### src/rtl/ohlc_pkg.sv
package ohlc_pkg;

    localparam int PRICE_W = 32;
    localparam int TVOL_W  = 24;
    localparam int VOL_W   = 40;
    localparam int WGT_W   = 63;
    localparam int WVOL_W  = 44;
    localparam int PROD_W  = PRICE_W + TVOL_W;

    localparam logic CMD_TRADE = 1'b0;
    localparam logic CMD_CLOSE = 1'b1;

    localparam logic [VOL_W-1:0]  VOL_MAX  = {VOL_W{1'b1}};
    localparam logic [WGT_W-1:0]  WGT_MAX  = {WGT_W{1'b1}};
    localparam logic [WVOL_W-1:0] WVOL_MAX = {WVOL_W{1'b1}};

    // one trade or close request
    typedef struct packed {
        logic              cmd;
        logic [1:0]        symbol_index;
        logic [PRICE_W-1:0] trade_price;
        logic [TVOL_W-1:0]  trade_volume;
    } in_item_t;

    // one finished candle with window statistics
    typedef struct packed {
        logic [1:0]         out_symbol;
        logic [PRICE_W-1:0] candle_open;
        logic [PRICE_W-1:0] candle_high;
        logic [PRICE_W-1:0] candle_low;
        logic [PRICE_W-1:0] candle_close;
        logic [VOL_W-1:0]   candle_volume;
        logic               carried_forward;
        logic [PRICE_W-1:0] window_vwap;
        logic [WVOL_W-1:0]  window_volume;
    } out_item_t;

    // stored window entry
    typedef struct packed {
        logic [PRICE_W-1:0] open_p;
        logic [PRICE_W-1:0] high_p;
        logic [PRICE_W-1:0] low_p;
        logic [PRICE_W-1:0] close_p;
        logic [VOL_W-1:0]   vol;
        logic [WGT_W-1:0]   wgt;
    } candle_t;

endpackage

### src/rtl/ohlc_front.sv
module ohlc_front #(
    parameter int SYMBOLS = 4
) (
    input  logic               clk,
    input  logic               rst_n,
    input  logic               req_valid,
    output logic               req_stall,
    input  ohlc_pkg::in_item_t req,
    output logic               q_valid,
    input  logic               q_stall,
    output ohlc_pkg::in_item_t q_item
);

    ohlc_pkg::in_item_t fifo_reg [2];
    logic       wr_ptr_reg;
    logic       rd_ptr_reg;
    logic [1:0] cnt_reg;
    logic       push;
    logic       pop;

    // drop items for symbols that do not exist
    assign req_stall = (cnt_reg == 2'd2);
    assign push      = req_valid && !req_stall && (32'(req.symbol_index) < SYMBOLS);
    assign q_valid   = (cnt_reg != 2'd0);
    assign pop       = q_valid && !q_stall;
    assign q_item    = fifo_reg[rd_ptr_reg];

    // payload storage
    always_ff @(posedge clk)
    begin
        if (push)
        begin
            fifo_reg[wr_ptr_reg] <= req;
        end
    end

    // pointers and fill count
    always_ff @(posedge clk or negedge rst_n)
    begin
        if (!rst_n)
        begin
            wr_ptr_reg <= 1'b0;
            rd_ptr_reg <= 1'b0;
            cnt_reg    <= 2'd0;
        end
        else
        begin
            if (push)
            begin
                wr_ptr_reg <= !wr_ptr_reg;
            end
            if (pop)
            begin
                rd_ptr_reg <= !rd_ptr_reg;
            end
            if (push && !pop)
            begin
                cnt_reg <= cnt_reg + 2'd1;
            end
            else if (pop && !push)
            begin
                cnt_reg <= cnt_reg - 2'd1;
            end
        end
    end

    a_cnt_bound: assert property (@(posedge clk) disable iff (!rst_n) cnt_reg <= 2'd2)
        else $error("queue count out of range");
    a_no_overfill: assert property (@(posedge clk) disable iff (!rst_n)
        (cnt_reg == 2'd2 && !pop) |=> cnt_reg == 2'd2)
        else $error("queue lost an item");

endmodule

### config.mk
export PLATFORM = sky130hd
export DESIGN_NAME = ohlc_front
export DESIGN_NICKNAME = d
export VERILOG_FILES = /design/src/rtl/ohlc_pkg.sv /design/src/rtl/ohlc_front.sv
export SDC_FILE = /design/constraint.sdc
export NUM_CORES = 1
export LEC_CHECK = 0
export ABC_AREA = 1
export BUFFER_PORTS_ARGS = -buffer_cell sky130_fd_sc_hd__buf_2
export CORE_ASPECT_RATIO = 1.25
export CORE_UTILIZATION = 52
export DETAILED_ROUTE_END_ITERATION = 10
export PLACE_DENSITY = 0.78
export SYNTH_ARGS = -nofsm -noshare
export SYNTH_HDL_FRONTEND = slang
export SYNTH_SLANG_ARGS = --single-unit
### constraint.sdc
create_clock -name clk -period 4.56 [get_ports clk]
set_input_delay 0.228 -clock clk [delete_from_list [all_inputs] [get_ports clk]]
set_output_delay 0.228 -clock clk [all_outputs]
set_load 0.01 [all_outputs]
* Word level (Yosys, flattened, before mapping)
Memory sizes are Yosys's and may differ from the RTL's.
Index checks and enable logic that the tools add are counted.
Widths: inputs -> output; s select.
** Cells by class
- $add $sub $neg :: 2
- Multipliers :: 0
- Divide/modulo/power cells :: 0
- Order comparisons :: 0
- Equality and inequality tests :: 1
- Shift-type cells :: 0
- Multiplexer cells :: 4
- Bitwise logic cells :: 0
- Reductions and logical operators :: 12
** Operators with widths (count)
- $logic_not 1->1 :: 6
- $logic_and 1x1->1 :: 4
- $mux 2 :: 2
- $reduce_bool 2->1 :: 2
- $add 2x1->2 const B :: 1
- $eq 2x2->1 const B :: 1
- $mux 1 :: 2
- $sub 2x1->2 const B :: 1
** Word-level totals
- Flip-flop bits (word level) :: 4
- Bits in latches :: 0
- Memory bits (writable) :: 118
- Bits in read-only memories :: 0
- Input port bits :: 63
- Memories kept :: 1
** Memory list
- fifo_reg :: words 2, bits a word 59, read ports 1, clocked after Yosys merged registers in 0, write ports 1, RTL line ohlc_front.sv:14 : ohlc_pkg::in_item_t fifo_reg [2];

* Depth between registers and ports, before layout
- Word-level depth :: 7
- Mapped depth :: 9
- Mapped depth without buffers :: 9

* Worst setup path after synthesis
No wires, ideal clock.
- Kind :: register -> register
- Start point :: register cnt_reg[1]
- End point :: memory fifo_reg[1][0] in the netlist's numbering, enable pin
- Library setup time :: 0.476 ns
- Arrival time :: 3.064 ns
- Data required time :: 4.084 ns
- Setup slack :: 1.020 ns
- Cell stages (with the launch flop) :: 4
- Buffers on the path :: 0
- Period minus slack after synthesis :: 3.540 ns
- Cells stage by stage :: dfrtp_1 > inv_1 > o21ai_0 > nor2_1
** On the way
- Word-level cells in the longest chain between the ends :: 5
** RTL lines
- start: declaration :: RTL line ohlc_front.sv:17 : logic [1:0] cnt_reg;
- start signal: assignment :: RTL line ohlc_front.sv:58 : cnt_reg <= cnt_reg + 2'd1;
- start signal: assignment :: RTL line ohlc_front.sv:62 : cnt_reg <= cnt_reg - 2'd1;
- $eq 2x2->1 :: RTL line ohlc_front.sv:22 : assign req_stall = (cnt_reg == 2'd2);
- $logic_not 1->1 :: RTL line ohlc_front.sv:23 : assign push = req_valid && !req_stall && (32'(req.symbol_index) < SYMBOLS);
- $logic_and 1x1->1 :: RTL line ohlc_front.sv:23
- $mux 1 :: RTL line ohlc_front.sv:31 : if (push)
- $mux 1 (not written as such) :: RTL line ohlc_front.sv:33 : fifo_reg[wr_ptr_reg] <= req;
- end: declaration :: RTL line ohlc_front.sv:14
Every way passes these cells.

==> summary.md <==
| Metric | Value |
|---|---|
| Post-route minimum period | `2490 ps` |
| TritonCTS clock tree | `done` |
| Die X-Extent | `approximately 86 µm` |
| LEAKAGE | `0.00282 µW` |
| Root buf cell | `clkbuf_8` |
| Most frequent cells in the layout | `nand2_1 (185), buf_2 (123), edfxtp_1 (118)` |
| WL final | `10000 µm` |
| F_max | `401 MHz` |
| Area Growth Syn to Fin | `40.9%` |
| Pre-antenna DRT Iters | `4` |
| Worst path required time | `approximately 4300 ps` |
| CP max FO | `60` |
| Final Hold Fails | `0` |
| Measured slew at the worst slew-check pin | `997 ps` |
| Die Area | `9210 µm²` |
| CP arrival | `between 2000 and 2500 ps` |
| Final Non-Filler Cells | `~660` |
| Initial antenna violation count | `0` |
| CTS Sinks | `122` |
| Slew HR | `0.334` |
| WL met3 | `463 µm` |
| Total GRT Usage | `0.231` |
| Fin nets | `between 500 and 600` |
| Period utilisation layout | `0.547` |
| Layout Skew | `about 6 ps` |
| #FFs+latches synth | `between 100 and 150` |
| CP Class | `reg -> out` |
| Initial Utilization | `0.548` |
| Count of final max-slew check failures | `0` |
| Largest net degree at the start of global routing | `61` |
| RD Place Congestion | `approximately 0.75` |
| Post-CTS sizing | `0` |
| Post-CTS setup buffer count | `0` |
| # fillers | `between 500 and 600` |
| Endpoints failing setup | `0` |
| Core Region | `8380 µm²` |
| VDD IR max | `432 µV` |
| Commonest non-fill, non-tap cell in the layout | `nand2_1` |
| Number of CTS-inserted buffers | `17` |
| Worst-skew pair later-pin latency | `a little over 500 ps` |
| Total grt overflow | `0` |
| I/O pin count | `roughly 120` |
| Yosys warns | `0` |
| Post-CTS Hold Fix Bufs | `61` |
| Site Rows | `37` |
| Top-area cell type share of the netlist area | `0.772` |
| Synthesized area per cell | `13.5 µm²` |
| Vias in the first global route | `about 3300` |
| Hpwl dp | `around 5500 µm` |
| Via count | `roughly 3200` |
| Setup crit end kind | `output pin` |
| Antenna fix cells | `0` |
| H-tree levels | `4` |
| Post-Syn Nets | `~410` |
| Fin util | `0.772` |
| Maximum root-to-sink buffer count | `2` |
| Routed vias/inst | `between 4 and 5` |
| Post-DP Area | `5260 µm²` |
| PwrDens | `about 640 nW/µm²` |
| # DRC | `0` |
| Die H | `about 110 µm` |
| Antenna Nets Post-Route | `0` |
| Non-Filler Cell Area, Final | `approximately 6500 µm²` |
| Clk slew on worst S/H paths | `roughly 60 ps` |
| Share of layout cells above drive strength 1 | `0.305` |
| DR WL met2 | `5780 µm` |
| Total Power | `slightly above 4000 µW` |
| Max reg flops | `about 120` |
| Top layer in use | `met4` |
| Met1 WL | `around 3600 µm` |
| Worst hold path class | `in -> async` |
| Synth area leader | `edfxtp_1` |
| RSZ-0062 raised after global routing | `false` |
| Post-Place Cells | `approximately 570` |
| Routed WL per cell | `about 15 µm` |
| Post-synthesis sequential area ratio | `0.794` |
| Synth cell types | `18` |
| Top post-synthesis cells by area | `edfxtp_1 (77%), nand2_1 (15%), dfrtp_1 (2.2%)` |
| First-pass GRT wire length | `15200 µm` |
| PortBufs | `123` |
| Mapped Area | `about 4600 µm²` |
| Sum Neg Setup Slack | `0 ps` |
| Synthesized instance count | `between 300 and 400` |
| Crit path launch type | `flop` |
| # Max-Cap Violations | `0` |
| Outcome | `finished, final reports clean` |
| Iter 0 DRT Violations | `between 100 and 150` |
through the flow:
stage	worst slack, ps	hold slack [ps]
2_1_floorplan	1020	-67.6
3_3_place_gp	2300	35.1
3_5_place_dp	2230	40.1
4_1_cts	2030	29.4
5_1_grt	1910	40.4
6_report	2070	51.0
cell type report:
type / instances / area, µm² / area share
Timing Repair Buffer: 187 / 1250 / 0.193
Inverter: 9 / 41.3 / 0.00639
Sequential cell: 122 / 3640 / 0.564
Multi-Input combinational cell: 197 / 790 / 0.122
Tap cell: 117 / 146 / 0.0226
Clock inverter: 14 / 178 / 0.0275
Clock buffer: 18 / 418 / 0.0646
layer usage:
layer | vias to the layer above | track usage
li1 | 1536 | -
met1 | 1503 | 0.227
met2 | 113 | 0.435
met3 | 22 | 0.0654
met4 | 0 | 0.111
met5 | - | 0
cells by family (layout without fill, tap and decap cells):
family                     count (synthesis)  in the layout  synth area share
buffers and inverters                     22            228            0.0360
AOI/OAI and AO/OA                          1              1           0.00109
adders and majority gates                  1              1           0.00273
xor gates and xnor gates                   1              1           0.00191
DFF                                      122            122             0.794
and+or+nand+nor                          194            194             0.165
where the power goes:
part           internal, µW  switching, µW
registers              1530            109
logic                   402            771
clock network           879            462
total                  2810           1340
path summary, 6_finish.rpt:
| kind | start | to | cells after the start | slack (ps) |
|---|---|---|---|---|
| worst max-delay path | rd_ptr_reg | q_item[52] | 5 | 2070 |
| worst min-delay path | rst_n | cnt_reg[0] | 2 | 50 |
| worst max register to register | cnt_reg[1] | fifo_reg[1][49] | 4 | 2230 |
| worst min register to register | cnt_reg[1] | cnt_reg[1] | 2 | 480 |
| max in group asynchronous | rst_n | rd_ptr_reg | 2 | 4370 |
| min in group clk | req_valid | wr_ptr_reg | 5 | 100 |
worst max-delay path, stage by stage (launching register included):
cell and delay [ps]:
dfrtp_2 720, buf_4 440, inv_8 210, nand2_1 140, nand2_1 70, buf_2 150
Yosys cell counts:
cell	number
nand3_1	1
nand4_1	1
nand2_1	185
buf_4	6
nor2_1	1
buf_6	7
ha_1	1
nand2_2	3
inv_8	1
o21ai_0	1
nor2_2	1
xnor2_1	1
nand3_2	1
inv_2	1
inv_1	7
edfxtp_1	118
nor2_4	1
dfrtp_1	4
(Power assumes the default switching activity.)
